==> config.mk <==
export PLATFORM = sky130hd
export DESIGN_NAME = srcm_queue
export DESIGN_NICKNAME = d
export VERILOG_FILES = /design/src/sv/srcm_pkg.sv /design/src/sv/srcm_queue.sv
export VERILOG_INCLUDE_DIRS = /design/src /design/src/sv
export SDC_FILE = /design/constraint.sdc
export NUM_CORES = 1
export LEC_CHECK = 0
export CORE_MARGIN = 2
export CORE_UTILIZATION = 55
export DETAILED_ROUTE_END_ITERATION = 10
export DONT_BUFFER_PORTS = 1
export PLACE_DENSITY = 0.74
export SKIP_LAST_GASP = 1
export SYNTH_ARGS = -nofsm -noshare
export SYNTH_HDL_FRONTEND = slang
export SYNTH_SLANG_ARGS = --single-unit
export TNS_END_PERCENT = 100
==> constraint.sdc <==
create_clock -name clk_i -period 3.3 [get_ports clk_i]
set_input_delay 0.66 -clock clk_i [delete_from_list [all_inputs] [get_ports clk_i]]
set_output_delay 0.66 -clock clk_i [all_outputs]
set_load 0.03 [all_outputs]
==> src/sv/spectral_raised_cosine_mask_assert.svh <==
// ----------------------------------------------------------------------------
// Assertion macros for the spectral raised-cosine mask
// Shared concurrent check forms, clocked on clk_i and idle in reset.
// ----------------------------------------------------------------------------
`ifndef SPECTRAL_RAISED_COSINE_MASK_ASSERT_SVH
`define SPECTRAL_RAISED_COSINE_MASK_ASSERT_SVH

// The property must hold at every clock edge out of reset.
`define SRCM_ASSERT(lbl, prop, msg) \
  lbl: assert property (@(posedge clk_i) disable iff (!rst_ni) prop) else $error(msg);

// The condition must never be true out of reset.
`define SRCM_ASSERT_NEVER(lbl, cond, msg) \
  lbl: assert property (@(posedge clk_i) disable iff (!rst_ni) !(cond)) else $error(msg);

`endif

==> src/sv/srcm_pkg.sv <==
// ----------------------------------------------------------------------------
// Spectral raised-cosine mask package
// Types, register indexes, sizes and the raised-cosine table.
// ----------------------------------------------------------------------------
package srcm_pkg;

  localparam int BINS_DEFAULT  = 512;
  localparam int QUEUE_DEPTH   = 4;
  localparam int BIN_W         = 9;
  localparam int DATA_W        = 16;
  localparam int PH_W          = 11;
  localparam int AN_W          = 16;
  // Dividend is |numerator| scaled by 1024.
  localparam int NUM_W         = AN_W + 10;
  localparam int CFG_ADDR_W    = 3;

  localparam logic [PH_W-1:0]   PH_ONE   = 11'd1024;
  localparam logic [DATA_W-1:0] GAIN_ONE = 16'd32768;

  localparam logic [1:0] MODE_LOW  = 2'd0;
  localparam logic [1:0] MODE_HIGH = 2'd1;
  localparam logic [1:0] MODE_BAND = 2'd2;
  // The unused mode code behaves as band-pass.
  localparam logic [1:0] MODE_RSVD = 2'd3;

  localparam logic [CFG_ADDR_W-1:0] REG_FILTER_MODE    = 3'd0;
  localparam logic [CFG_ADDR_W-1:0] REG_TRANSFORM_KIND = 3'd1;
  localparam logic [CFG_ADDR_W-1:0] REG_UPPER_PASS     = 3'd2;
  localparam logic [CFG_ADDR_W-1:0] REG_UPPER_STOP     = 3'd3;
  localparam logic [CFG_ADDR_W-1:0] REG_LOWER_PASS     = 3'd4;
  localparam logic [CFG_ADDR_W-1:0] REG_LOWER_STOP     = 3'd5;

  typedef enum logic [1:0] {
    CLS_PASS,
    CLS_TAPER,
    CLS_STOP
  } cls_e;

  typedef struct packed {
    logic [1:0]        filter_mode;
    logic              transform_kind;
    logic [DATA_W-1:0] upper_pass;
    logic [DATA_W-1:0] upper_stop;
    logic [DATA_W-1:0] lower_pass;
    logic [DATA_W-1:0] lower_stop;
  } cfg_t;

  // Per-edge classification that rides along with the division.
  typedef struct packed {
    cls_e cls;
    logic dz;
    logic npos;
  } side_t;

  typedef struct packed {
    logic                     oob;
    logic [1:0]               mode;
    logic signed [DATA_W-1:0] re;
    logic signed [DATA_W-1:0] im;
    side_t                    lp;
  } main_t;

  typedef struct packed {
    main_t           main;
    side_t           hp;
    logic [PH_W-1:0] lp_q;
    logic [PH_W-1:0] hp_q;
  } item_t;

  localparam logic [DATA_W-1:0] RC_TABLE [33] = '{
    16'd32768, 16'd32689, 16'd32453, 16'd32063, 16'd31521, 16'd30833, 16'd30007,
    16'd29049, 16'd27969, 16'd26778, 16'd25486, 16'd24107, 16'd22654, 16'd21140,
    16'd19580, 16'd17990, 16'd16384, 16'd14778, 16'd13188, 16'd11628, 16'd10114,
    16'd8661,  16'd7282,  16'd5990,  16'd4799,  16'd3719,  16'd2761,  16'd1935,
    16'd1247,  16'd705,   16'd315,   16'd79,    16'd0
  };

  // (1 + cos(pi*ph/1024)) / 2 in Q1.15 with linear interpolation.
  function automatic logic [DATA_W-1:0] rc_lookup(input logic [PH_W-1:0] ph);
    logic [5:0]        idx;
    logic [4:0]        fr;
    logic [DATA_W-1:0] a;
    logic [DATA_W-1:0] b;
    logic [DATA_W-1:0] prod;
    if (ph >= PH_ONE) begin
      return '0;
    end
    idx  = {1'b0, ph[9:5]};
    fr   = ph[4:0];
    a    = RC_TABLE[idx];
    b    = RC_TABLE[idx + 6'd1];
    prod = (a - b) * DATA_W'(fr) + 16'd16;
    return a - (prod >> 5);
  endfunction

endpackage

==> src/sv/srcm_queue.sv <==
// ----------------------------------------------------------------------------
// Mask request queue
// Small first-in first-out buffer between the divider pipeline and the back end.
// ----------------------------------------------------------------------------
module srcm_queue import srcm_pkg::*; #(
  parameter int Depth = QUEUE_DEPTH
) (
  input  logic  clk_i,
  input  logic  rst_ni,
  input  logic  push_i,
  input  item_t item_i,
  input  logic  pop_i,
  output item_t item_o,
  output logic  empty_o,
  output logic  full_o
);

  `include "spectral_raised_cosine_mask_assert.svh"

  localparam int PtrW = (Depth > 1) ? $clog2(Depth) : 1;
  localparam int CntW = $clog2(Depth + 1);

  item_t           entry_q [Depth];
  logic [PtrW-1:0] wr_ptr_q, wr_ptr_d;
  logic [PtrW-1:0] rd_ptr_q, rd_ptr_d;
  logic [CntW-1:0] count_q, count_d;
  logic            do_push, do_pop;

  assign empty_o = (count_q == '0);
  assign full_o  = (count_q == CntW'(Depth));
  assign do_push = push_i && !full_o;
  assign do_pop  = pop_i && !empty_o;
  assign item_o  = entry_q[rd_ptr_q];

  always_comb begin
    wr_ptr_d = wr_ptr_q;
    rd_ptr_d = rd_ptr_q;
    count_d  = count_q;
    if (do_push) begin
      wr_ptr_d = (wr_ptr_q == PtrW'(Depth - 1)) ? '0 : wr_ptr_q + 1'b1;
    end
    if (do_pop) begin
      rd_ptr_d = (rd_ptr_q == PtrW'(Depth - 1)) ? '0 : rd_ptr_q + 1'b1;
    end
    if (do_push && !do_pop) begin
      count_d = count_q + 1'b1;
    end else if (do_pop && !do_push) begin
      count_d = count_q - 1'b1;
    end
  end

  always_ff @(posedge clk_i or negedge rst_ni) begin
    if (!rst_ni) begin
      wr_ptr_q <= '0;
      rd_ptr_q <= '0;
      count_q  <= '0;
    end else begin
      wr_ptr_q <= wr_ptr_d;
      rd_ptr_q <= rd_ptr_d;
      count_q  <= count_d;
    end
  end

  always_ff @(posedge clk_i) begin
    if (do_push) begin
      entry_q[wr_ptr_q] <= item_i;
    end
  end

  `SRCM_ASSERT_NEVER(a_queue_overflow, push_i && full_o, "request pushed into a full queue")
  `SRCM_ASSERT_NEVER(a_queue_underflow, pop_i && empty_o, "request popped from an empty queue")
  `SRCM_ASSERT(a_count_step, do_push && !do_pop |=> count_q == $past(count_q) + 1'b1, "queue count lost a request")

endmodule

==> key figures <==
Clocking
  – CTS root buf: clkbuf_16
  – Post-CTS Setup Inserts: 0
  – Total CTS buffers: 26
  – Clock sinks: 267
  – CTS tree: built
  – Post_cts resized: 0
  – H-tree depth: 1
  – Worst-skew pair later-pin latency: 0.51 ns
  – Max clock buf depth: 3
  – Clk slew on worst S/H paths: approximately 0.06 ns
  – CTS hold repair buffers: 1

Yosys
  – Syn nets: 453
  – Synthesized flop and latch total: 267
  – Post-Syn Instances: 377
  – Top post-synthesis cells by count: edfxtp_1, mux4_2, dfrtp_1
  – Fraction of registers with async set or reset after synthesis: 2.62%
  – Yosys warns: 0
  – Avg Cell Area, Syn: approximately 26 µm²
  – Share of the synthesized area in the top cell type: 79.2%
  – Syn Std Cell Area: 9860 µm²
  – Synth area leaders: edfxtp_1, mux4_2, dfrtp_1
  – Dominant synthesized flop cell: edfxtp_1
  – Dominant cell type by area after synthesis: edfxtp_1
  – Post-synthesis sequential area ratio: between 80% and 90%
  – Unique masters post-synth: 22
  – Post-synth EDFFs: 260
  – Top-count cell post-synth: edfxtp_1

Floorplan
  – Boundary pin count: around 140
  – Die width: 138 µm
  – Core ar.: ~17000 µm²
  – Die height: 138 µm
  – Die ar.: 19000 µm²
  – Rows: 48
  – Effective utilization at floorplan: 56.6%

Cells and area
  – N_diodes: 0
  – Util after Layout: between 60% and 70%
  – Area grow syn2layout: 12.1%
  – Nets: 474
  – Layout cells sized above 1: 30.1%

Global routing
  – Total Routing Usage GR: 16.9%
  – Initial antenna violation count: 0
  – Remaining Overflow, GRT: 0
  – First-pass GRT wire length: 23500 µm
  – Vias in the first global route: between 4000 and 5000
  – Pin count of the biggest net entering global routing: a little under 70

Detailed routing
  – Drt initial violations: roughly 250
  – Vias: 3829
  – Vias/cell: 5.95
  – # DRC: 0
  – Drt total wl: 15600 µm
  – Drt first pass iters: 4
  – Avg WL per Cell: 24.3 µm
  – Detail Route Antenna Nets: 0

Status
  – Status: finished, final reports clean

Power and ir drop
  – Power after layout: 11000 µW
  – Leak: about 0.0035 µW
  – VDD IR max: ~850 µV
  – Power density over cell area: 998 nW/µm²

Min path
  – Worst min path class: in2reg

Timing
  – Setup Skew: approximately 0.013 ns
  – Final WS setup: 0.362 ns
  – Final hold vios: 0
  – FMAX: 340 MHz
  – Worst-Margin Slew: 1.00 ns
  – Post-Route Setup TNS: 0 ns
  – Fin. max-slew vios: 0
  – Hold Slack: 0.236 ns
  – RSZ-0062 raised after global routing: false
  – Tmin final: 2.94 ns
  – Tcrit/Tclk final: 89.0%
  – Relative slew slack: between 30% and 40%
  – Setup-failing EPs final: 0

Critical path
  – WS Path Type: reg2out
  – Crit-path slowest cell: dfrtp_4
  – Worst path max stage delay: 0.77 ns
  – Worst-path maximum fanout: 27
  – Critical path data arrival time: 2.28 ns
  – Crit path required time: 2.64 ns
  – CP top delay family: flip-flops
  – Crit. End Element: primary output
  – Critical path startpoint category: flip-flop
  – Buf+Inv Stages, Crit Path: 1
  – CP cell instances: buf_12, mux4_2

Placement
  – Final HPWL DP: between 9000 and 10000 µm
  – Port bufs: 0
  – Gp weighted congestion: 0.681
  – Worst slack at placement: approximately 0.84 ns

Job
  – Max-Cap Viols: 0
## state kept, by name, indices dropped and copies added (netlist names)
register / cells
count_q: 3
wr_ptr_q: 2
rd_ptr_q: 2
entry_q: 260
## metrics by stage
stage	std cells	cell area, µm²
floorplan	377	9860
finish	643	11100
detailed placement	594	10100
CTS	643	11100
global route	643	11100
global placement	594	10100
## cell usage in the layout, fill, tap and decap left out, drive strengths merged, types with 2 or more instances in the layout
cell      netlist  final
clkbuf          2     32
clkinvlp        0      4
buf            14      8
edfxtp        260    260
clkinv          0      8
and2            4      4
xor2            2      2
dfrtp           7      7
bufinv          0      4
nor3            2      2
ha              6      6
mux2            4      4
mux4           65     65
nor2            2      2
inv             3      3
## routing by layer
metal	wire length (µm)	GRT usage (%)
met5	0	0
met4	324	4.37
met3	1510	6.73
met1	5920	20.9
met2	7880	28.0
## final cells by class
class	count	area, µm²
inverter	3	11.3
sequential	267	7990
multi-input combinational	91	1720
fill	1134	6360
timing repair buffer	9	133
tap	225	282
clock inverter	16	190
clock buffer	32	724
## cell families (layout without fill, tap and decap cells)
group | after synthesis | after routing | share of synthesized area (%)
compound gates | 2 | 2 | 0.203
buf+inv | 19 | 60 | 1.65
flops | 267 | 267 | 81.0
fa+ha+maj | 7 | 7 | 0.965
mux | 69 | 69 | 15.3
simple gates | 10 | 10 | 0.622
xor+xnor | 3 | 3 | 0.267
## report_power, final
part / total (µW) / switching [µW] / leakage [µW] / internal (µW)
combinational: 3090 / 2020 / 0.000598 / 1080
clock: 3030 / 1160 / 0.000438 / 1870
sequential: 4910 / 425 / 0.00246 / 4480
## worst paths after layout
| path | startpoint | end | slack [ns] | cells past startpoint |
|---|---|---|---|---|
| max reg2reg | count_q[2]$_DFFE_PN0P_ | count_q[2]$_DFFE_PN0P_ | 0.85 | 9 |
| min in group asynchronous | rst_ni | count_q[0]$_DFFE_PN0P_ | 0.49 | 1 |
| max | rd_ptr_q[0]$_DFFE_PN0P_ | item_o[20] | 0.36 | 2 |
| min reg2reg | count_q[2]$_DFFE_PN0P_ | count_q[2]$_DFFE_PN0P_ | 0.54 | 1 |
| max in group asynchronous | rst_ni | rd_ptr_q[0]$_DFFE_PN0P_ | 2.53 | 1 |
| min | item_i[59] | entry_q[0][59]$_DFFE_PP_ | 0.24 | 0 |
Note: power is estimated with default switching activity, not from simulation.
