$ cat config.mk
export PLATFORM = sky130hd
export DESIGN_NAME = srcm_back
export DESIGN_NICKNAME = d
export VERILOG_FILES = /design/src/sv/srcm_pkg.sv /design/src/sv/srcm_back.sv
export VERILOG_INCLUDE_DIRS = /design/src /design/src/sv
export SDC_FILE = /design/constraint.sdc
export NUM_CORES = 2
export LEC_CHECK = 0
export BUFFER_PORTS_ARGS = -buffer_cell sky130_fd_sc_hd__buf_2
export CORE_MARGIN = 1.5
export CORE_UTILIZATION = 54
export DETAILED_ROUTE_END_ITERATION = 8
export PLACE_DENSITY = 0.71
export SLEW_MARGIN = 20
export SYNTH_ARGS = -nofsm -noshare
export SYNTH_HDL_FRONTEND = slang
export SYNTH_SLANG_ARGS = --single-unit
$ cat constraint.sdc
create_clock -name clk_i -period 11.1 [get_ports clk_i]
set_input_delay 1.11 -clock clk_i [delete_from_list [all_inputs] [get_ports clk_i]]
set_output_delay 1.11 -clock clk_i [all_outputs]
set_load 0.005 [all_outputs]
$ cat src/sv/spectral_raised_cosine_mask_assert.svh
// ----------------------------------------------------------------------------
// Assertion macros for the spectral raised-cosine mask
// Shared concurrent check forms, clocked on clk_i and idle in reset.
// ----------------------------------------------------------------------------
`ifndef SPECTRAL_RAISED_COSINE_MASK_ASSERT_SVH
`define SPECTRAL_RAISED_COSINE_MASK_ASSERT_SVH

// The property must hold at every clock edge out of reset.
`define SRCM_ASSERT(lbl, prop, msg) \
  lbl: assert property (@(posedge clk_i) disable iff (!rst_ni) prop) else $error(msg);

// The condition must never be true out of reset.
`define SRCM_ASSERT_NEVER(lbl, cond, msg) \
  lbl: assert property (@(posedge clk_i) disable iff (!rst_ni) !(cond)) else $error(msg);

`endif

$ cat src/sv/srcm_pkg.sv
// ----------------------------------------------------------------------------
// Spectral raised-cosine mask package
// Types, register indexes, sizes and the raised-cosine table.
// ----------------------------------------------------------------------------
package srcm_pkg;

  localparam int BINS_DEFAULT  = 512;
  localparam int QUEUE_DEPTH   = 4;
  localparam int BIN_W         = 9;
  localparam int DATA_W        = 16;
  localparam int PH_W          = 11;
  localparam int AN_W          = 16;
  // Dividend is |numerator| scaled by 1024.
  localparam int NUM_W         = AN_W + 10;
  localparam int CFG_ADDR_W    = 3;

  localparam logic [PH_W-1:0]   PH_ONE   = 11'd1024;
  localparam logic [DATA_W-1:0] GAIN_ONE = 16'd32768;

  localparam logic [1:0] MODE_LOW  = 2'd0;
  localparam logic [1:0] MODE_HIGH = 2'd1;
  localparam logic [1:0] MODE_BAND = 2'd2;
  // The unused mode code behaves as band-pass.
  localparam logic [1:0] MODE_RSVD = 2'd3;

  localparam logic [CFG_ADDR_W-1:0] REG_FILTER_MODE    = 3'd0;
  localparam logic [CFG_ADDR_W-1:0] REG_TRANSFORM_KIND = 3'd1;
  localparam logic [CFG_ADDR_W-1:0] REG_UPPER_PASS     = 3'd2;
  localparam logic [CFG_ADDR_W-1:0] REG_UPPER_STOP     = 3'd3;
  localparam logic [CFG_ADDR_W-1:0] REG_LOWER_PASS     = 3'd4;
  localparam logic [CFG_ADDR_W-1:0] REG_LOWER_STOP     = 3'd5;

  typedef enum logic [1:0] {
    CLS_PASS,
    CLS_TAPER,
    CLS_STOP
  } cls_e;

  typedef struct packed {
    logic [1:0]        filter_mode;
    logic              transform_kind;
    logic [DATA_W-1:0] upper_pass;
    logic [DATA_W-1:0] upper_stop;
    logic [DATA_W-1:0] lower_pass;
    logic [DATA_W-1:0] lower_stop;
  } cfg_t;

  // Per-edge classification that rides along with the division.
  typedef struct packed {
    cls_e cls;
    logic dz;
    logic npos;
  } side_t;

  typedef struct packed {
    logic                     oob;
    logic [1:0]               mode;
    logic signed [DATA_W-1:0] re;
    logic signed [DATA_W-1:0] im;
    side_t                    lp;
  } main_t;

  typedef struct packed {
    main_t           main;
    side_t           hp;
    logic [PH_W-1:0] lp_q;
    logic [PH_W-1:0] hp_q;
  } item_t;

  localparam logic [DATA_W-1:0] RC_TABLE [33] = '{
    16'd32768, 16'd32689, 16'd32453, 16'd32063, 16'd31521, 16'd30833, 16'd30007,
    16'd29049, 16'd27969, 16'd26778, 16'd25486, 16'd24107, 16'd22654, 16'd21140,
    16'd19580, 16'd17990, 16'd16384, 16'd14778, 16'd13188, 16'd11628, 16'd10114,
    16'd8661,  16'd7282,  16'd5990,  16'd4799,  16'd3719,  16'd2761,  16'd1935,
    16'd1247,  16'd705,   16'd315,   16'd79,    16'd0
  };

  // (1 + cos(pi*ph/1024)) / 2 in Q1.15 with linear interpolation.
  function automatic logic [DATA_W-1:0] rc_lookup(input logic [PH_W-1:0] ph);
    logic [5:0]        idx;
    logic [4:0]        fr;
    logic [DATA_W-1:0] a;
    logic [DATA_W-1:0] b;
    logic [DATA_W-1:0] prod;
    if (ph >= PH_ONE) begin
      return '0;
    end
    idx  = {1'b0, ph[9:5]};
    fr   = ph[4:0];
    a    = RC_TABLE[idx];
    b    = RC_TABLE[idx + 6'd1];
    prod = (a - b) * DATA_W'(fr) + 16'd16;
    return a - (prod >> 5);
  endfunction

endpackage

$ cat src/sv/srcm_back.sv
// ----------------------------------------------------------------------------
// Mask back end
// Turns phases into tapers, combines the gains and scales the bin.
// ----------------------------------------------------------------------------
module srcm_back import srcm_pkg::*; (
  input  logic                     clk_i,
  input  logic                     rst_ni,
  input  item_t                    item_i,
  input  logic                     avail_i,
  output logic                     pop_o,
  output logic                     valid_o,
  input  logic                     ready_i,
  output logic signed [DATA_W-1:0] re_o,
  output logic signed [DATA_W-1:0] im_o,
  output logic [DATA_W-1:0]        gain_o
);

  `include "spectral_raised_cosine_mask_assert.svh"

  function automatic logic [PH_W-1:0] fold(input logic [PH_W-1:0] q, input side_t sd);
    if (sd.dz) begin
      return sd.npos ? PH_ONE : '0;
    end
    if (q > PH_ONE) begin
      return PH_W'(12'd2048 - {1'b0, q});
    end
    return q;
  endfunction

  logic                     en;
  logic [DATA_W-1:0]        lp_rc, hp_rc, lp_g, hp_g;
  logic [31:0]              bp_prod;
  logic [DATA_W-1:0]        g_d;
  logic signed [32:0]       p_re, p_im;

  logic                     s1_vld_q;
  logic                     s1_oob_q;
  logic [1:0]               s1_mode_q;
  logic signed [DATA_W-1:0] s1_re_q, s1_im_q;
  logic [DATA_W-1:0]        s1_lp_q, s1_hp_q;
  logic                     s2_vld_q;
  logic signed [DATA_W-1:0] s2_re_q, s2_im_q;
  logic [DATA_W-1:0]        s2_g_q;
  logic                     out_vld_q;
  logic signed [DATA_W-1:0] out_re_q, out_im_q;
  logic [DATA_W-1:0]        out_g_q;

  assign en    = !out_vld_q || ready_i;
  assign pop_o = en && avail_i;

  always_comb begin
    lp_rc = rc_lookup(fold(item_i.lp_q, item_i.main.lp));
    hp_rc = rc_lookup(fold(item_i.hp_q, item_i.hp));
    case (item_i.main.lp.cls)
      CLS_PASS:  lp_g = GAIN_ONE;
      CLS_TAPER: lp_g = lp_rc;
      default:   lp_g = '0;
    endcase
    case (item_i.hp.cls)
      CLS_STOP:  hp_g = '0;
      CLS_TAPER: hp_g = GAIN_ONE - hp_rc;
      default:   hp_g = GAIN_ONE;
    endcase
  end

  always_comb begin
    bp_prod = 32'(s1_lp_q) * 32'(s1_hp_q) + 32'd16384;
    if (s1_oob_q) begin
      g_d = '0;
    end else begin
      case (s1_mode_q)
        MODE_LOW:  g_d = s1_lp_q;
        MODE_HIGH: g_d = s1_hp_q;
        default:   g_d = bp_prod[30:15];
      endcase
    end
  end

  always_comb begin
    p_re = ($signed(s2_re_q) * $signed({1'b0, s2_g_q})) + 33'sd16384;
    p_im = ($signed(s2_im_q) * $signed({1'b0, s2_g_q})) + 33'sd16384;
  end

  always_ff @(posedge clk_i or negedge rst_ni) begin
    if (!rst_ni) begin
      s1_vld_q  <= 1'b0;
      s2_vld_q  <= 1'b0;
      out_vld_q <= 1'b0;
    end else if (en) begin
      s1_vld_q  <= avail_i;
      s2_vld_q  <= s1_vld_q;
      out_vld_q <= s2_vld_q;
    end
  end

  always_ff @(posedge clk_i) begin
    if (en) begin
      s1_oob_q  <= item_i.main.oob;
      s1_mode_q <= item_i.main.mode;
      s1_re_q   <= item_i.main.re;
      s1_im_q   <= item_i.main.im;
      s1_lp_q   <= lp_g;
      s1_hp_q   <= hp_g;
      s2_re_q   <= s1_re_q;
      s2_im_q   <= s1_im_q;
      s2_g_q    <= g_d;
      out_re_q  <= p_re[30:15];
      out_im_q  <= p_im[30:15];
      out_g_q   <= s2_g_q;
    end
  end

  assign valid_o = out_vld_q;
  assign re_o    = out_re_q;
  assign im_o    = out_im_q;
  assign gain_o  = out_g_q;

  `SRCM_ASSERT_NEVER(a_gain_range, out_vld_q && (out_g_q > GAIN_ONE), "gain above unity")
  `SRCM_ASSERT(a_zero_gain, en && s2_vld_q && (s2_g_q == '0) |=> (out_re_q == '0) && (out_im_q == '0), "zero gain left a nonzero bin")

endmodule

==> run metrics <==
crit-path leading delay family=compound AO/OA/AOI/OAI gates; max incr delay on CP=0.55 ns; DRT Pass-1 Iters=9; initial core utilization=0.547; R2R Setup Slk=3.41 ns; Worst slew margin=0.372; Final Instance Count excl. Fillers=5542; H-tree depth reported by CTS=4; GPL Wtd Cong=0.976; final hold viol count=0; CTS tree=yes; Worst setup SP type=primary input; DPL Wire Length=76000 um; Main synth FF type=edfxtp_1; Final Critical Period=10.54 ns; Antenna Cells=0; CP Capture Type=flop; WP data arrival=10.89 ns; total number of vias=31.2k; HP Class=in2async; DRC Markers=3; run status=complete, but fails checks; Mapped Area=40000 sq um; Routed WL=100000 um; vias in the first global route=32.1k; Core Area=73200 sq um; Final setup viols=0; largest net degree at the start of global routing=65; RSZ-0062 raised after global routing=false; Util after Layout=0.585; Post-Syn Nets=5695; clock buffer depth=2; drt wl/cell=18.0 um; Post-synth ARST share=0.0181; P&R area growth vs syn=6.99%; CP required=11.45 ns; Post-synth EDFFs=163; filler cell count=6453; Achievable Freq=0.0949 GHz; Setup CP Type=in2reg; Overflow after GRT=0; IO Count=119; Setup WS pre-CTS=-0.0796 ns; worst r2r path cells=24; YS warnings=0; Post-Syn Instances=4521; worst-skew pair later-pin latency=0.51 ns; CP Buf/Inv Count=7; start of the worst register-to-register path=s2_re_q[1]$_DFFE_PN_; Critical Path Most Common Cell=ha_1; maxcap violations=0; vias per cell=5.63; crit path launch=item_i[2]; Post-Place Cells=5507; final worst slack=0.558 ns; Period Utilization, post-route=0.950; initial antenna violation count=1; num rows=99; Die Height=275 um; Mean Syn Cell Area=8.86 sq um; most common cell after layout, fill and taps aside=inv_1; IO Port Bufs=118; Worst Path Max Fanout=44; Worst Clk Skew=0.0147 ns; fin nets=5744; clock-pin slew on the worst setup and hold paths=0.07 ns; TritonCTS Buffers=17; full die area=75800 sq um; sequential share of the synthesized area=0.124; Worst R2R End=re_o[15]$_DFFE_PN_; failing checks=DRC; Die X=275 um; Post-DRT Antenna Nets=0; CTS Hold Buffers Added=0; max-slew violations=0; layout cells sized above 1=0.0820; Yosys reg bits=166; Netlist cell types=89; global-route wire length before repair=166000 um; clk root buf=clkbuf_16; Slew @ Worst Pin=0.942 ns; overall routing resource usage=0.276; First DRT Iteration DRCs=2138; Clock Sinks=166; Slowest cell on crit path=fa_1; most frequent cells in the layout=inv_1 (847), fa_1 (652), nand2_1 (570)
==> synth_stat cells, drive strengths merged (33+ instances only) <==
cell type  instances  area share
inv              851       0.080
fa               653        0.33
nand2            570       0.053
ha               452        0.14
and2             303       0.047
nor2             264       0.025
clkbuf           200       0.019
edfxtp           163        0.12
a21oi            144       0.018
o21ai            117       0.015
xnor2             93       0.020
xor2              62       0.014
nor3              57      0.0074
nand2b            51      0.0080
nand3             50      0.0062
a211oi            46      0.0090
nor2b             39      0.0061
or3               33      0.0052
==> final cells by class <==
class                   count  area [sq um]  share of cell area
multi-input cells        3283         31300               0.731
flip-flops and latches    166          4970               0.116
inverters                 854          3210              0.0748
repair buffers            248          1600              0.0374
well taps                 959          1200              0.0280
clock buffers              19           433              0.0101
clock inverters            13           121             0.00283
==> per-layer routing <==
metal	GRT usage	up-vias	part of all wire
li1	-	14400	-
met1	0.365	15500	0.42
met2	0.465	1031	0.49
met3	0.0362	227	0.058
met4	0.103	2	0.034
met5	0	-	0.00013
==> worst max path at each step <==
stage,to,slack (ns),depth (start not counted)
after floorplan,s1_hp_q[15]$_DFFE_PN_,-0.06,48
after global placement,s1_hp_q[15]$_DFFE_PN_,0.05,46
after detailed placement,s1_hp_q[15]$_DFFE_PN_,-0.08,46
after CTS,s1_hp_q[15]$_DFFE_PN_,0.40,46
after global routing,s1_hp_q[15]$_DFFE_PN_,0.01,47
final,s1_hp_q[15]$_DFFE_PN_,0.56,47
==> state kept, by name, summed over array words and instances (netlist names) <==
| name | flops |
|---|---|
| s1_im_q | 16 |
| s2_vld_q | 1 |
| s1_vld_q | 1 |
| s2_re_q | 16 |
| s1_hp_q | 16 |
| s1_re_q | 16 |
| gain_o | 16 |
| valid_o | 1 |
| s1_lp_q | 16 |
| im_o | 16 |
| s1_oob_q | 1 |
| s1_mode_q | 2 |
| s2_im_q | 16 |
| re_o | 16 |
| s2_g_q | 16 |
==> metrics by stage <==
stage	area (sq um)	hold slack (ns)	TNS, ns
2_1_floorplan	40100	0.400	-0.0631
3_5_place_dp	42100	0.405	-0.0946
6_report	42800	0.388	0
3_3_place_gp	42100	0.402	0
4_1_cts	42600	0.360	0
5_1_grt	42800	0.373	0
==> cells by family after synthesis <==
group / share of synthesized area
AO/OA/AOI/OAI: 0.0883
XOR/XNOR: 0.0362
adder cells (fa/ha/maj): 0.468
buffers and inverters: 0.101
flip-flops: 0.124
multiplexers: 0.00887
AND/OR/NAND/NOR: 0.174
==> what timing repair did <==
action                                  CTS  global route
endpoints found under the setup margin    0            11
gates resized for setup                   0            38
endpoints found under the hold margin     0             0
setup buffers                             0             3
Power is left out: the tool's default activity adds up to more than one toggle a clock period on the data nets, which glitch-free logic cannot reach.
