==> src/sv/spectral_raised_cosine_mask_assert.svh <==
// ----------------------------------------------------------------------------
// Assertion macros for the spectral raised-cosine mask
// Shared concurrent check forms, clocked on clk_i and idle in reset.
// ----------------------------------------------------------------------------
`ifndef SPECTRAL_RAISED_COSINE_MASK_ASSERT_SVH
`define SPECTRAL_RAISED_COSINE_MASK_ASSERT_SVH

// The property must hold at every clock edge out of reset.
`define SRCM_ASSERT(lbl, prop, msg) \
  lbl: assert property (@(posedge clk_i) disable iff (!rst_ni) prop) else $error(msg);

// The condition must never be true out of reset.
`define SRCM_ASSERT_NEVER(lbl, cond, msg) \
  lbl: assert property (@(posedge clk_i) disable iff (!rst_ni) !(cond)) else $error(msg);

`endif

==> src/sv/srcm_pkg.sv <==
// ----------------------------------------------------------------------------
// Spectral raised-cosine mask package
// Types, register indexes, sizes and the raised-cosine table.
// ----------------------------------------------------------------------------
package srcm_pkg;

  localparam int BINS_DEFAULT  = 512;
  localparam int QUEUE_DEPTH   = 4;
  localparam int BIN_W         = 9;
  localparam int DATA_W        = 16;
  localparam int PH_W          = 11;
  localparam int AN_W          = 16;
  // Dividend is |numerator| scaled by 1024.
  localparam int NUM_W         = AN_W + 10;
  localparam int CFG_ADDR_W    = 3;

  localparam logic [PH_W-1:0]   PH_ONE   = 11'd1024;
  localparam logic [DATA_W-1:0] GAIN_ONE = 16'd32768;

  localparam logic [1:0] MODE_LOW  = 2'd0;
  localparam logic [1:0] MODE_HIGH = 2'd1;
  localparam logic [1:0] MODE_BAND = 2'd2;
  // The unused mode code behaves as band-pass.
  localparam logic [1:0] MODE_RSVD = 2'd3;

  localparam logic [CFG_ADDR_W-1:0] REG_FILTER_MODE    = 3'd0;
  localparam logic [CFG_ADDR_W-1:0] REG_TRANSFORM_KIND = 3'd1;
  localparam logic [CFG_ADDR_W-1:0] REG_UPPER_PASS     = 3'd2;
  localparam logic [CFG_ADDR_W-1:0] REG_UPPER_STOP     = 3'd3;
  localparam logic [CFG_ADDR_W-1:0] REG_LOWER_PASS     = 3'd4;
  localparam logic [CFG_ADDR_W-1:0] REG_LOWER_STOP     = 3'd5;

  typedef enum logic [1:0] {
    CLS_PASS,
    CLS_TAPER,
    CLS_STOP
  } cls_e;

  typedef struct packed {
    logic [1:0]        filter_mode;
    logic              transform_kind;
    logic [DATA_W-1:0] upper_pass;
    logic [DATA_W-1:0] upper_stop;
    logic [DATA_W-1:0] lower_pass;
    logic [DATA_W-1:0] lower_stop;
  } cfg_t;

  // Per-edge classification that rides along with the division.
  typedef struct packed {
    cls_e cls;
    logic dz;
    logic npos;
  } side_t;

  typedef struct packed {
    logic                     oob;
    logic [1:0]               mode;
    logic signed [DATA_W-1:0] re;
    logic signed [DATA_W-1:0] im;
    side_t                    lp;
  } main_t;

  typedef struct packed {
    main_t           main;
    side_t           hp;
    logic [PH_W-1:0] lp_q;
    logic [PH_W-1:0] hp_q;
  } item_t;

  localparam logic [DATA_W-1:0] RC_TABLE [33] = '{
    16'd32768, 16'd32689, 16'd32453, 16'd32063, 16'd31521, 16'd30833, 16'd30007,
    16'd29049, 16'd27969, 16'd26778, 16'd25486, 16'd24107, 16'd22654, 16'd21140,
    16'd19580, 16'd17990, 16'd16384, 16'd14778, 16'd13188, 16'd11628, 16'd10114,
    16'd8661,  16'd7282,  16'd5990,  16'd4799,  16'd3719,  16'd2761,  16'd1935,
    16'd1247,  16'd705,   16'd315,   16'd79,    16'd0
  };

  // (1 + cos(pi*ph/1024)) / 2 in Q1.15 with linear interpolation.
  function automatic logic [DATA_W-1:0] rc_lookup(input logic [PH_W-1:0] ph);
    logic [5:0]        idx;
    logic [4:0]        fr;
    logic [DATA_W-1:0] a;
    logic [DATA_W-1:0] b;
    logic [DATA_W-1:0] prod;
    if (ph >= PH_ONE) begin
      return '0;
    end
    idx  = {1'b0, ph[9:5]};
    fr   = ph[4:0];
    a    = RC_TABLE[idx];
    b    = RC_TABLE[idx + 6'd1];
    prod = (a - b) * DATA_W'(fr) + 16'd16;
    return a - (prod >> 5);
  endfunction

endpackage

==> src/sv/srcm_div.sv <==
// ----------------------------------------------------------------------------
// Pipelined restoring divider
// One quotient bit per stage; keeps the low quotient bits and a side payload.
// ----------------------------------------------------------------------------
module srcm_div import srcm_pkg::*; #(
  parameter int NumW = NUM_W,
  parameter int DenW = DATA_W,
  parameter int QuoW = PH_W,
  parameter int PayW = 1
) (
  input  logic            clk_i,
  input  logic            rst_ni,
  input  logic            en_i,
  input  logic            valid_i,
  input  logic [NumW-1:0] num_i,
  input  logic [DenW-1:0] den_i,
  input  logic [PayW-1:0] pay_i,
  output logic            valid_o,
  output logic [QuoW-1:0] quo_o,
  output logic [PayW-1:0] pay_o
);

  logic            vld_q  [NumW];
  logic [DenW-1:0] rem_q  [NumW];
  logic [NumW-1:0] num_q  [NumW];
  logic [QuoW-1:0] quo_q  [NumW];
  logic [PayW-1:0] pay_q  [NumW];

  logic [DenW-1:0] src_rem [NumW];
  logic [NumW-1:0] src_num [NumW];
  logic [QuoW-1:0] src_quo [NumW];
  logic [DenW:0]   trial   [NumW];
  logic            ge      [NumW];
  logic [DenW-1:0] rem_d   [NumW];
  logic [NumW-1:0] num_d   [NumW];
  logic [QuoW-1:0] quo_d   [NumW];

  always_comb begin
    src_rem[0] = '0;
    src_num[0] = num_i;
    src_quo[0] = '0;
    for (int i = 1; i < NumW; i++) begin
      src_rem[i] = rem_q[i-1];
      src_num[i] = num_q[i-1];
      src_quo[i] = quo_q[i-1];
    end
    for (int i = 0; i < NumW; i++) begin
      trial[i] = {src_rem[i], src_num[i][NumW-1]};
      ge[i]    = (trial[i] >= {1'b0, den_i});
      rem_d[i] = ge[i] ? DenW'(trial[i] - {1'b0, den_i}) : trial[i][DenW-1:0];
      num_d[i] = src_num[i] << 1;
      quo_d[i] = {src_quo[i][QuoW-2:0], ge[i]};
    end
  end

  always_ff @(posedge clk_i or negedge rst_ni) begin
    if (!rst_ni) begin
      for (int i = 0; i < NumW; i++) begin
        vld_q[i] <= 1'b0;
      end
    end else if (en_i) begin
      vld_q[0] <= valid_i;
      for (int i = 1; i < NumW; i++) begin
        vld_q[i] <= vld_q[i-1];
      end
    end
  end

  always_ff @(posedge clk_i) begin
    if (en_i) begin
      pay_q[0] <= pay_i;
      for (int i = 1; i < NumW; i++) begin
        pay_q[i] <= pay_q[i-1];
      end
      for (int i = 0; i < NumW; i++) begin
        rem_q[i] <= rem_d[i];
        num_q[i] <= num_d[i];
        quo_q[i] <= quo_d[i];
      end
    end
  end

  assign valid_o = vld_q[NumW-1];
  assign quo_o   = quo_q[NumW-1];
  assign pay_o   = pay_q[NumW-1];

endmodule

==> config.mk <==
export PLATFORM = sky130hd
export DESIGN_NAME = srcm_div
export DESIGN_NICKNAME = d
export VERILOG_FILES = /design/src/sv/spectral_raised_cosine_mask_assert.svh /design/src/sv/srcm_pkg.sv /design/src/sv/srcm_div.sv
export SDC_FILE = /design/constraint.sdc
export NUM_CORES = 2
export LEC_CHECK = 0
export BUFFER_PORTS_ARGS = -buffer_cell sky130_fd_sc_hd__buf_4
export CAP_MARGIN = 10
export CORE_ASPECT_RATIO = 0.8
export CORE_UTILIZATION = 29
export CTS_CLUSTER_DIAMETER = 50
export DETAILED_ROUTE_END_ITERATION = 10
export PLACE_DENSITY = 0.46
export SYNTH_ARGS = -nofsm -noshare
export SYNTH_HDL_FRONTEND = slang
export SYNTH_SLANG_ARGS = --single-unit
==> constraint.sdc <==
create_clock -name clk_i -period 3.65 [get_ports clk_i]
set_input_delay 0.365 -clock clk_i [delete_from_list [all_inputs] [get_ports clk_i]]
set_output_delay 0.365 -clock clk_i [all_outputs]
set_load 0.1 [all_outputs]
==> impl_summary.md <==
Critical path
STA classifies the critical path endpoint as a flip-flop. The number of buffers and inverters on the critical path is 3. The signal on the critical path passes through inv_1 -> ha_1 -> inv_1 -> fa_1 -> a21oi_1 -> o21ai_0 -> a2111oi_0 -> buf_4 -> nor2_1 -> a311o_1 -> a21oi_1 -> xnor2_1 -> mux2_2.

By startpoint and endpoint, the worst setup path is classified as flip-flop to flip-flop. The peak fanout along the critical path is 2. The critical path crosses 13 cells after its start point. The cell class contributing the biggest share of worst-path delay is compound AO/OA/AOI/OAI gates. The slowest cell on the critical path is a2111oi_0. Counting cells, the worst reg-to-reg path comes to 13. The endpoint identified for the worst register-to-register timing path is rem_q[0][190]. STA puts the critical path data required time at 4160 ps. For this run, the slowest stage of the critical path takes 420 ps. The beginning of the worst register-to-register path is num_q[0][274]. The data arrival time of the critical path is 3790 ps. Across all register-to-register paths, the minimum setup slack is 360 ps. The worst setup path is launched from a flip-flop.

Clocking
CTS built an H-tree with a depth of 4. After clock tree synthesis, the clock-pin slew on the worst setup and hold paths is 60 ps. The cell sitting at the root of the clock tree is a clkbuf_16. The maximum number of buffers from clock root to sink is 3. The CTS buffer count is 130. The number of gates resized after CTS was 0. The number of sinks handled by clock tree synthesis is 843. The TritonCTS clock tree is yes. The clock reaches the later pin of the worst-skew pair after 760 ps.

Floorplanning
The floorplan step set the die width to 455 um. The total number of placement rows is 132. The die outline height is 365 um.

The area enclosed by the die boundary is 166000 sq um. In this run the count of I/O pins placed on the die edge is 60. The starting density of the core is 29.3%. In this run the standard cell core region covers 163000 sq um.

Cells and area
After routing the design area is 58100 sq um. Once layout is complete, the utilization of the core stands at 35.7%. Relative to the synthesized area, the layout overhead comes to 21.7%.

The final instance count without filler cells is 6554. The layout has 15900 filler cells. The ratio of cells with drive above 1 in the final layout is 20.3%. At the end of the flow, the number of nets in the layout was 4780.

Global route
Entering global routing, the biggest net connects 80 pins. Summed over all layers, the global routing overflow is 0. The number of antenna violations at the first check in global routing is 5. The number of global-route vias before repair is 31300. The total global-route track usage is 14.1%. The first-pass GRT wire length is 182 mm.

Route
The detailed-route vias per instance is 4.85. In this run, the number of DRC markers left after iteration 0 of detailed routing was 2020. The number of vias in the routed layout is 31800. In this run the remaining antenna-violating nets after routing total 0. In the final routed layout, each cell accounts on average for 17.9 um. The count of TritonRoute iterations in the first routing pass is 5.

The total detailed-routing wirelength is 117 mm. The number of remaining DRC errors is 0.

Logic synthesis
The most used flip-flop cell after synthesis is edfxtp_1. The async set-or-reset flop fraction in the synthesized netlist is 3.08%. The area of the mapped netlist is 47700 sq um. The number of flops mapped to enable cells by yosys is 817. Yosys printed 0 warnings. The post-synthesis sequential element count is 843. The number of nets handed over by synthesis was 4333. Summing the sequential cell areas from Yosys gives 52.8% of the chip area.

In the synthesized netlist, the number of instances is 3860. After synthesis, the mean cell area works out to 12.4 sq um. In this run, distinct cell masters in the synthesized netlist total 81.

STA
The maximum clock skew at final layout is 27.3 ps. The final max-slew violation count is 0. The post-route clock period utilization is 90.1%.

The transition time at the pin with the least slew margin is 736 ps. Headroom to the max-slew limit came out at 50.4%. For this run, the top clock speed supported by timing is 304 MHz. The final critical-path required period is 3290 ps.

Setup repair after global routing left no endpoint under its margin. Setup slack on the critical path of the routed design comes to 363 ps. The total of endpoints with negative setup slack in the final report is 0. The final-report hold violation count is 0.

Power and ir drop
Across the VDD grid, the largest voltage drop is 0.536 mV. For this design the ratio of total power to cell area is 906 nW/um^2. The leakage power is 22.6 nW. Summing internal, switching and leakage power gives 0.0526 W.

Hold path
The path type of the worst min-delay path is primary input to asynchronous set/reset pin.

Placement
OpenSTA, run right after detailed placement, puts the worst setup slack at -6.73 ps. In this run the tool buffered the top-level ports with 59 buffer cells. Counting tap cells, the placed design contains a total of 6289 instances. The HPWL after detailed placement is 83.4 mm.

Once placement finished, the instance area stood at 53400 sq um. The global placer's final weighted congestion is 0.835.

Status
The flow ran to the end, and the final reports show no timing, DRC or antenna violations.

Run
Across the run, the number of max-cap violations was 0.
## cells in the final DEF (no fill, tap or decap), drive strengths merged, types with 47 or more instances in the layout
| cell | instances |
|---|---|
| clkbuf | 148 |
| clkinv | 50 |
| o21a | 57 |
| nand3 | 57 |
| buf | 347 |
| o21ai | 197 |
| edfxtp | 817 |
| nor2 | 272 |
| xor2 | 91 |
| nand2b | 49 |
| inv | 163 |
| mux2 | 287 |
| xnor2 | 178 |
| nand2 | 175 |
| a21oi | 276 |
| a21o | 96 |
| ha | 402 |
| nand4 | 47 |
| nor3 | 80 |
| nor2b | 53 |
## worst max path at each step
stage                             start            end
after global routing      num_q[0][274]  rem_q[0][190]
after floorplan                den_i[1]   rem_q[0][86]
final                     num_q[0][274]  rem_q[0][190]
after detailed placement       den_i[1]  rem_q[0][135]
after global placement         den_i[1]  rem_q[0][134]
after CTS                 num_q[0][274]  rem_q[0][190]
## sequential cells by signal, indices dropped and copies added, names as in the netlist
signal and flops:
valid_o 1, pay_q 26, rem_q 400, quo_q 66
num_q 325, vld_q 25
## through the flow
| stage | setup TNS [ps] | hold WS (ps) |
|---|---|---|
| 4_1_cts | 0 | 2.76 |
| 6_report | 0 | 74.3 |
| 2_1_floorplan | -62550 | 69.4 |
| 5_1_grt | 0 | 44.7 |
| 3_3_place_gp | -42.1 | 289 |
| 3_5_place_dp | -20.3 | 289 |
## worst reg2reg max path, delay by kind of cell (launching register included)
| kind | cells | cell delay (ps) |
|---|---|---|
| AOI/OAI and AO/OA | 5 | 1310 |
| and+or+nand+nor | 1 | 50 |
| buffers and inverters | 3 | 390 |
| adders and majority gates | 2 | 600 |
| muxes | 1 | 260 |
| DFF | 1 | 360 |
| xor gates and xnor gates | 1 | 80 |
## Yosys cell counts (7+ instances only)
cell	instances	area [sq um]
and2_1	14	87.6
o21ai_1	8	40.0
o2111ai_1	8	70.1
a221oi_1	10	87.6
nor2b_1	53	332
a31oi_1	33	206
a21o_1	96	721
and4_1	14	123
mux2_2	278	3130
nor4_1	17	106
o31a_1	30	263
a21oi_1	274	1370
a2111oi_0	7	61.3
o41ai_1	12	105
xnor2_1	178	1560
a211oi_1	34	255
nor3_1	80	400
ha_1	402	5030
or3_1	27	169
o31ai_1	31	233
o21ai_0	188	941
a211o_1	17	149
xor2_1	91	797
mux2_4	9	135
nand2_1	175	657
o211ai_1	20	150
buf_2	16	80.1
edfxtp_1	817	24500
clkbuf_1	39	146
o21a_1	57	428
nand2b_1	49	307
fa_1	24	480
o21bai_1	24	180
dfrtp_1	26	651
nand4_1	47	294
a21boi_0	20	150
and3_1	29	181
or2_2	15	93.8
inv_1	141	529
nor2_1	272	1020
nand3_1	57	285
mux2i_1	30	300
## final cells by class
cell class / instances / area, sq um / area share, %
well taps: 2144 / 2680 / 4.62
flip-flops and latches: 843 / 25200 / 43.4
clock inverters: 86 / 895 / 1.54
multi-input cells: 2815 / 21900 / 37.7
clock buffers: 148 / 3410 / 5.87
diodes: 1 / 2.50 / 0.00431
repair buffers: 376 / 3470 / 5.97
inverters: 141 / 533 / 0.918
## where the power goes
group          switching [W]  total (W)  internal, W  leakage, nW
clock                0.00490     0.0124      0.00748         2.10
combinational         0.0118     0.0238       0.0120         12.2
sequential           0.00169     0.0165       0.0148         8.29
## routing by layer
metal	wire length, um	GRT usage, %	vias up
li1	-	-	15800
met1	60700	20.9	15200
met2	48400	20.4	591
met3	5310	2.86	176
met4	2930	4.60	0
met5	0	0	-
## cells by family (layout without fill, tap and decap cells)
group,count (synthesis),in the layout,synth area share [%]
AOI/OAI and AO/OA,930,930,12.6
xor gates and xnor gates,269,269,4.94
buffers and inverters,202,751,1.70
other,0,1,0
adders and majority gates,426,426,11.6
DFF,843,843,52.8
and+or+nand+nor,873,873,8.95
muxes,317,317,7.48
## repair_timing
item | CTS | global route
setup buffers | 0 | 0
endpoints found under the setup margin | 0 | 0
hold endpoints to repair | 54 | 0
hold buffers | 30 | 0
Note: power is estimated with default switching activity, not from simulation.
