==> src/sv/spectral_raised_cosine_mask_assert.svh <==
// ----------------------------------------------------------------------------
// Assertion macros for the spectral raised-cosine mask
// Shared concurrent check forms, clocked on clk_i and idle in reset.
// ----------------------------------------------------------------------------
`ifndef SPECTRAL_RAISED_COSINE_MASK_ASSERT_SVH
`define SPECTRAL_RAISED_COSINE_MASK_ASSERT_SVH

// The property must hold at every clock edge out of reset.
`define SRCM_ASSERT(lbl, prop, msg) \
  lbl: assert property (@(posedge clk_i) disable iff (!rst_ni) prop) else $error(msg);

// The condition must never be true out of reset.
`define SRCM_ASSERT_NEVER(lbl, cond, msg) \
  lbl: assert property (@(posedge clk_i) disable iff (!rst_ni) !(cond)) else $error(msg);

`endif

==> src/sv/srcm_pkg.sv <==
// ----------------------------------------------------------------------------
// Spectral raised-cosine mask package
// Types, register indexes, sizes and the raised-cosine table.
// ----------------------------------------------------------------------------
package srcm_pkg;

  localparam int BINS_DEFAULT  = 512;
  localparam int QUEUE_DEPTH   = 4;
  localparam int BIN_W         = 9;
  localparam int DATA_W        = 16;
  localparam int PH_W          = 11;
  localparam int AN_W          = 16;
  // Dividend is |numerator| scaled by 1024.
  localparam int NUM_W         = AN_W + 10;
  localparam int CFG_ADDR_W    = 3;

  localparam logic [PH_W-1:0]   PH_ONE   = 11'd1024;
  localparam logic [DATA_W-1:0] GAIN_ONE = 16'd32768;

  localparam logic [1:0] MODE_LOW  = 2'd0;
  localparam logic [1:0] MODE_HIGH = 2'd1;
  localparam logic [1:0] MODE_BAND = 2'd2;
  // The unused mode code behaves as band-pass.
  localparam logic [1:0] MODE_RSVD = 2'd3;

  localparam logic [CFG_ADDR_W-1:0] REG_FILTER_MODE    = 3'd0;
  localparam logic [CFG_ADDR_W-1:0] REG_TRANSFORM_KIND = 3'd1;
  localparam logic [CFG_ADDR_W-1:0] REG_UPPER_PASS     = 3'd2;
  localparam logic [CFG_ADDR_W-1:0] REG_UPPER_STOP     = 3'd3;
  localparam logic [CFG_ADDR_W-1:0] REG_LOWER_PASS     = 3'd4;
  localparam logic [CFG_ADDR_W-1:0] REG_LOWER_STOP     = 3'd5;

  typedef enum logic [1:0] {
    CLS_PASS,
    CLS_TAPER,
    CLS_STOP
  } cls_e;

  typedef struct packed {
    logic [1:0]        filter_mode;
    logic              transform_kind;
    logic [DATA_W-1:0] upper_pass;
    logic [DATA_W-1:0] upper_stop;
    logic [DATA_W-1:0] lower_pass;
    logic [DATA_W-1:0] lower_stop;
  } cfg_t;

  // Per-edge classification that rides along with the division.
  typedef struct packed {
    cls_e cls;
    logic dz;
    logic npos;
  } side_t;

  typedef struct packed {
    logic                     oob;
    logic [1:0]               mode;
    logic signed [DATA_W-1:0] re;
    logic signed [DATA_W-1:0] im;
    side_t                    lp;
  } main_t;

  typedef struct packed {
    main_t           main;
    side_t           hp;
    logic [PH_W-1:0] lp_q;
    logic [PH_W-1:0] hp_q;
  } item_t;

  localparam logic [DATA_W-1:0] RC_TABLE [33] = '{
    16'd32768, 16'd32689, 16'd32453, 16'd32063, 16'd31521, 16'd30833, 16'd30007,
    16'd29049, 16'd27969, 16'd26778, 16'd25486, 16'd24107, 16'd22654, 16'd21140,
    16'd19580, 16'd17990, 16'd16384, 16'd14778, 16'd13188, 16'd11628, 16'd10114,
    16'd8661,  16'd7282,  16'd5990,  16'd4799,  16'd3719,  16'd2761,  16'd1935,
    16'd1247,  16'd705,   16'd315,   16'd79,    16'd0
  };

  // (1 + cos(pi*ph/1024)) / 2 in Q1.15 with linear interpolation.
  function automatic logic [DATA_W-1:0] rc_lookup(input logic [PH_W-1:0] ph);
    logic [5:0]        idx;
    logic [4:0]        fr;
    logic [DATA_W-1:0] a;
    logic [DATA_W-1:0] b;
    logic [DATA_W-1:0] prod;
    if (ph >= PH_ONE) begin
      return '0;
    end
    idx  = {1'b0, ph[9:5]};
    fr   = ph[4:0];
    a    = RC_TABLE[idx];
    b    = RC_TABLE[idx + 6'd1];
    prod = (a - b) * DATA_W'(fr) + 16'd16;
    return a - (prod >> 5);
  endfunction

endpackage

==> src/sv/srcm_front.sv <==
// ----------------------------------------------------------------------------
// Mask front end
// Mirrors the bin in FFT mode, finds the band edges and classifies the bin for each edge.
// ----------------------------------------------------------------------------
module srcm_front import srcm_pkg::*; #(
  parameter int Bins = BINS_DEFAULT
) (
  input  logic                     clk_i,
  input  logic                     rst_ni,
  input  logic                     en_i,
  input  logic                     valid_i,
  input  logic [BIN_W-1:0]         bin_index_i,
  input  logic signed [DATA_W-1:0] re_i,
  input  logic signed [DATA_W-1:0] im_i,
  input  cfg_t                     cfg_i,
  output logic                     valid_o,
  output main_t                    main_o,
  output side_t                    hp_o,
  output logic [AN_W-1:0]          lp_an_o,
  output logic [AN_W-1:0]          hp_an_o,
  output logic [DATA_W-1:0]        lp_den_o,
  output logic [DATA_W-1:0]        hp_den_o
);

  localparam int LB     = $clog2(Bins);
  localparam int MW     = LB + 1;
  localparam int KW     = (MW > BIN_W) ? MW : BIN_W;
  localparam int ShMclt = 15 - LB;
  localparam int ShFft  = 16 - LB;
  localparam logic [16:0] RndMclt = 17'd1 << (ShMclt - 1);
  localparam logic [16:0] RndFft  = 17'd1 << (ShFft - 1);
  localparam logic [16:0] LimMclt = 17'(Bins - 1);
  localparam logic [16:0] LimFft  = 17'(Bins / 2);

  function automatic logic [16:0] lo_edge(input logic [DATA_W-1:0] f, input logic fft);
    logic [16:0] v;
    v = fft ? 17'(f >> ShFft) : 17'(f >> ShMclt);
    if (v == '0) begin
      v = 17'd1;
    end
    return v;
  endfunction

  function automatic logic [16:0] hi_edge(input logic [DATA_W-1:0] f, input logic fft);
    logic [16:0] v;
    logic [16:0] lim;
    v   = fft ? (({1'b0, f} + RndFft) >> ShFft) : (({1'b0, f} + RndMclt) >> ShMclt);
    lim = fft ? LimFft : LimMclt;
    return (v > lim) ? lim : v;
  endfunction

  // Numerator m*2^16/S (FFT) or m*2^15/S (MCLT) - from, returned as positive flag and magnitude.
  function automatic logic [AN_W:0] num_mag(input logic [16:0] msh,
                                            input logic [DATA_W-1:0] from);
    logic signed [17:0] n;
    n = $signed({1'b0, msh}) - $signed({2'b0, from});
    return {(n > 18'sd0), (n < 18'sd0) ? AN_W'(-n) : AN_W'(n)};
  endfunction

  logic [KW-1:0]     k_ext;
  logic [KW-1:0]     m_k;
  logic [16:0]       m17;
  logic [16:0]       msh;
  logic              fft;
  logic [16:0]       lp_lo, lp_hi, hp_lo, hp_hi;
  logic [AN_W:0]     lp_nm, hp_nm;
  main_t             main_d;
  side_t             hp_d;
  logic              valid_q;
  main_t             main_q;
  side_t             hp_q;
  logic [AN_W-1:0]   lp_an_q, hp_an_q;

  always_comb begin
    fft   = cfg_i.transform_kind;
    k_ext = KW'(bin_index_i);
    m_k   = (fft && (k_ext > KW'(Bins / 2))) ? (KW'(Bins) - k_ext) : k_ext;
    m17   = 17'(m_k);
    msh   = fft ? (m17 << ShFft) : (m17 << ShMclt);
    lp_lo = lo_edge(cfg_i.upper_pass, fft);
    lp_hi = hi_edge(cfg_i.upper_stop, fft);
    hp_lo = lo_edge(cfg_i.lower_stop, fft);
    hp_hi = hi_edge(cfg_i.lower_pass, fft);
    lp_nm = num_mag(msh, cfg_i.upper_pass);
    hp_nm = num_mag(msh, cfg_i.lower_stop);

    main_d.oob     = (k_ext >= KW'(Bins));
    main_d.mode    = cfg_i.filter_mode;
    main_d.re      = re_i;
    main_d.im      = im_i;
    main_d.lp.npos = lp_nm[AN_W];
    main_d.lp.dz   = (lp_den_o == '0);
    if (m17 < lp_lo) begin
      main_d.lp.cls = CLS_PASS;
    end else if (m17 <= lp_hi) begin
      main_d.lp.cls = CLS_TAPER;
    end else begin
      main_d.lp.cls = CLS_STOP;
    end

    hp_d.npos = hp_nm[AN_W];
    hp_d.dz   = (hp_den_o == '0);
    if (m17 < hp_lo) begin
      hp_d.cls = CLS_STOP;
    end else if (m17 <= hp_hi) begin
      hp_d.cls = CLS_TAPER;
    end else begin
      hp_d.cls = CLS_PASS;
    end
  end

  // Change edge spans only while the block is idle (unchecked); they feed the dividers live.
  assign lp_den_o = (cfg_i.upper_stop >= cfg_i.upper_pass) ?
                    (cfg_i.upper_stop - cfg_i.upper_pass) : (cfg_i.upper_pass - cfg_i.upper_stop);
  assign hp_den_o = (cfg_i.lower_pass >= cfg_i.lower_stop) ?
                    (cfg_i.lower_pass - cfg_i.lower_stop) : (cfg_i.lower_stop - cfg_i.lower_pass);

  always_ff @(posedge clk_i or negedge rst_ni) begin
    if (!rst_ni) begin
      valid_q <= 1'b0;
    end else if (en_i) begin
      valid_q <= valid_i;
    end
  end

  always_ff @(posedge clk_i) begin
    if (en_i) begin
      main_q  <= main_d;
      hp_q    <= hp_d;
      lp_an_q <= lp_nm[AN_W-1:0];
      hp_an_q <= hp_nm[AN_W-1:0];
    end
  end

  assign valid_o = valid_q;
  assign main_o  = main_q;
  assign hp_o    = hp_q;
  assign lp_an_o = lp_an_q;
  assign hp_an_o = hp_an_q;

endmodule

==> config.mk <==
export PLATFORM = sky130hd
export DESIGN_NAME = srcm_front
export DESIGN_NICKNAME = d
export VERILOG_FILES = /design/src/sv/spectral_raised_cosine_mask_assert.svh /design/src/sv/srcm_pkg.sv /design/src/sv/srcm_front.sv
export SDC_FILE = /design/constraint.sdc
export NUM_CORES = 1
export LEC_CHECK = 0
export ABC_AREA = 0
export BUFFER_PORTS_ARGS = -buffer_cell sky130_fd_sc_hd__buf_2
export CAP_MARGIN = 10
export CORE_UTILIZATION = 40
export DETAILED_ROUTE_END_ITERATION = 10
export PLACE_DENSITY = 0.66
export RECOVER_POWER = 25
export SLEW_MARGIN = 30
export SYNTH_ARGS = -nofsm -noshare
export SYNTH_HDL_FRONTEND = slang
export SYNTH_SLANG_ARGS = --single-unit
==> constraint.sdc <==
create_clock -name clk_i -period 10.3 [get_ports clk_i]
set_clock_uncertainty 0.15 [all_clocks]
set_input_delay 2.06 -clock clk_i [delete_from_list [all_inputs] [get_ports clk_i]]
set_output_delay 2.06 -clock clk_i [all_outputs]
set_load 0.01 [all_outputs]
==> flow_summary_export.csv <==
group,metric,value,unit
final_layout,utilization,0.471,
setup_path,timing.rr.end,"valid_o$_DFFE_PN0P_",
logic_synthesis,async_flop_share,0.0133,
setup_path,timing.critical_path.from_type,"input pin",
clock_network,cts_clk_pin_slew_worst_paths,60,ps
route,drtPass1Iterations,7,
hold_path,worstHoldPathType,"reg -> reg",
global_route,grt_max_degree,76,
setup_path,worstSetupEndpointType,"output pin",
floorplan,io_pins,220,
setup_path,cp_slowest_cell,"sky130_fd_sc_hd__nor2_4",
final_layout,mostFrequentLayoutCells,"215 x sky130_fd_sc_hd__buf_2, 142 x sky130_fd_sc_hd__ha_1, 89 x sky130_fd_sc_hd__inv_1",
clock_network,numClockSinks,75,
setup_path,slowest_delay,460,ps
clock_network,tritoncts_clock_tree,"done",
global_route,grt.overflow.total,0,
power,power_density,120,nW/µm²
hold_path,timing.hold.worst_path_depth,1,
logic_synthesis,main_combinational_cell_family_by_area_after_synthesis,"compound AO/OA/AOI/OAI gates",
setup_path,worst-path-max-fanout,18,
setup_path,arrival,5370,ps
route,drt-initial-drc-count,613,
final_layout,layout.filler_cells,2500,
global_route,grt_first_pass_wirelength,47100,µm
placement,dp.final_hpwl,24800,µm
floorplan,die_area,26300,µm²
logic_synthesis,synth_enable_flop_cells,74,
setup_path,worstSetupPathType,"in -> out",
route,post_drt_wl_per_cell,17.4,µm
power,switching_power_of_the_nets,0.000566,W
hold_path,worstHoldStart,"valid_o$_DFFE_PN0P_",
logic_synthesis,synthXorXnorAreaFrac,0.0795,
sta,finalSetupTns,0,ps
logic_synthesis,synth_simple_gate_area_share,0.185,
run_status,violations,"capacitance limit, slew limit",
route,drcViolationCount,0,
final_layout,final_nets,1664,
logic_synthesis,yosysWarningCount,0,
placement,placedCellCount,1725,
clock_network,cts.repair.resized,0,
route,route.detailed.vias_per_inst,5.60,
setup_path,r2r_start,"valid_o$_DFFE_PN0P_",
power,combPwrFrac,0.497,
sta,final_min_period_over_clock_period,0.736,
logic_synthesis,netlist_instances,1217,
placement,postPlaceCellArea,11600,µm²
clock_network,cts_inserted_buffers,9,
hold_path,min_to,"valid_o$_DFFE_PN0P_",
logic_synthesis,synth_compound_gate_area_share,0.226,
setup_path,critical_path.cell_chain,"clkbuf_1 -> ha_1 -> inv_1 -> fa_1 -> a21o_1 -> a221oi_4 -> a31oi_4 -> nor2_4 -> mux2_2 -> o21ai_0 -> a21oi_1 -> xnor2_1 -> buf_2",
power,p_clk_frac,0.218,
final_layout,finish.cell_count_without_fillers,1744,
floorplan,die_x_extent,162,µm
placement,gpl.final_weighted_congestion,0.936,
floorplan,core-area,25200,µm²
power,swShare,0.399,
sta,worst-slew-pin-transition,4160,ps
floorplan,chipHeight,162,µm
clock_network,clock_insertion_delay_worst_skew,340,ps
setup_path,worstRegToRegCells,1,
final_layout,postLayoutCellArea,11900,µm²
sta,setup_repair_after_global_routing_missed_its_margin,"false",
clock_network,cts-htree-levels,3,
floorplan,std_cell_rows,58,
sta,drv_slew,76,
logic_synthesis,number_of_register_bits_inferred_by_synthesis,75,
floorplan,starting_density_of_the_core,0.407,
final_layout,layout.area.seq,2250,µm²
power,p_int,0.000855,W
placement,number_of_buffers_added_on_ports,218,
clock_network,cts-root-buf,"sky130_fd_sc_hd__clkbuf_16",
route,route.vias.total,9775,
sta,relSlewSlack,-1.77,
power,power.leakage,5.40,nW
global_route,gr-usage-all-layers,0.225,
sta,clock.fmax,132,MHz
logic_synthesis,yosys_most_used_dff,"sky130_fd_sc_hd__edfxtp_1",
clock_network,buffer_count_from_post_cts_setup_fixing,0,
final_layout,area.growth.synth_to_final,15.7,%
clock_network,hold_buffers,0,
sta,whs,360,ps
sta,fin_crit,7580,ps
sta,final_hold_viol_count,0,
setup_path,cp_data_required_time,8090,ps
global_route,antenna_found_initial,4,
run_status,status,"finished with violations",
logic_synthesis,adder_cell_area_share_of_the_yosys_netlist,0.181,
power,pwr-share-seq,0.286,
logic_synthesis,synth.cell_area,10300,µm²
logic_synthesis,yosysUniqueCellTypes,91,
sta,setup_violation_total_in_the_final_timing_report,0,
final_layout,post_route_cells_drive_above_1_share,0.193,
setup_path,r2r_setup_slack,9400,ps
flow_run,cap_viol_max_count,1,
logic_synthesis,ys_seq_area_frac,0.219,
final_layout,multi_input_comb_area,7460,µm²
route,routed_wl,30300,µm
logic_synthesis,synth.avg_cell_area,8.42,µm²
logic_synthesis,synth.mux.area_fraction,0.0549,
clock_network,clk_path_buf_depth,2,
route,ant_nets,0,
power,vdd.ir_drop.worst,0.0774,mV
global_route,grt_pass1_vias,8975,
final_layout,layout_commonest_cell,"sky130_fd_sc_hd__buf_2",
[power groups by stage]
stage / clock network, W / registers [W] / logic [W]
2_1_floorplan: 0 / 0.000437 / 0.000452
3_3_place_gp: 0 / 0.000411 / 0.000693
3_5_place_dp: 0 / 0.000412 / 0.000700
4_1_cts: 0.000320 / 0.000405 / 0.000704
5_1_grt: 0.000331 / 0.000410 / 0.000779
6_report: 0.000309 / 0.000406 / 0.000706
[metal layers]
metal,global-route usage,vias to the layer above,part of all wire
met4,0.0776,2,0.025
met1,0.313,4501,0.48
met3,0.0304,54,0.054
met5,0,-,0.00059
li1,-,4906,-
met2,0.356,312,0.44
[per-stage QoR]
step	total power, W	setup WS (ps)
3_5_place_dp	0.00111	2670
6_report	0.00142	2720
3_3_place_gp	0.00110	2810
5_1_grt	0.00152	2430
2_1_floorplan	0.000889	3210
4_1_cts	0.00143	2850
[synthesized netlist by cell type (all sizes together) (6+ instances only)]
cell type,number,area share
a211oi,11,0.0081
a21o,36,0.027
a21oi,85,0.042
a311oi,7,0.0066
a31o,7,0.0060
a31oi,24,0.016
and2,11,0.0067
and3,16,0.0098
buf,26,0.015
clkbuf,17,0.0062
edfxtp,74,0.22
ha,142,0.17
inv,89,0.033
mux2,10,0.011
mux2i,45,0.044
nand2,87,0.032
nand2b,10,0.0061
nand3,37,0.018
nand4,21,0.013
nor2,88,0.033
nor2b,13,0.0079
nor3,28,0.014
nor3b,6,0.0054
nor4,11,0.0079
o211ai,15,0.011
o21a,15,0.011
o21ai,70,0.034
o21bai,7,0.0051
o22ai,6,0.0037
o31ai,12,0.0088
or3,16,0.0098
xnor2,63,0.054
xor2,30,0.026
[layout make-up]
cell class | instances | share of cell area
clock inverter | 7 | 0.00591
timing repair buffer | 220 | 0.0929
multi-input combinational | 1010 | 0.629
tap | 330 | 0.0348
sequential | 75 | 0.189
clock buffer | 9 | 0.0190
antenna | 3 | 0.000633
inverter | 90 | 0.0285
[state kept, by name, indices dropped and copies added, names as in the netlist]
name	cells
main_o	38
hp_an_o	16
valid_o	1
lp_an_o	16
hp_o	4
[critical path: cells and delay by family]
family                     cells  cell delay [ps]
AOI/OAI and AO/OA              5             1050
muxes                          1              420
adders and majority gates      2              650
xor gates and xnor gates       1              210
and+or+nand+nor                1              460
buffers and inverters          3              510
[cells by family after synthesis]
family	after synthesis
AND/OR/NAND/NOR	370
AO/OA/AOI/OAI	343
adder cells (fa/ha/maj)	146
buffers and inverters	133
XOR/XNOR	93
flip-flops	75
multiplexers	55
other	2
[worst max-delay path by stage]
stage / start / endpoint / cells after the start / slack, ps
5_1_grt: cfg_i[64] / hp_an_o[13]$_DFFE_PP_ / 16 / 2430
4_1_cts: cfg_i[37] / lp_den_o[14] / 12 / 2850
2_1_floorplan: cfg_i[64] / main_o[3]$_SDFFCE_PN0P_ / 25 / 3210
3_3_place_gp: cfg_i[37] / lp_den_o[14] / 12 / 2810
3_5_place_dp: cfg_i[64] / hp_an_o[13]$_DFFE_PP_ / 16 / 2670
6_report: cfg_i[48] / lp_den_o[14] / 13 / 2720
No activity file was read; power rests on OpenSTA's default activity.
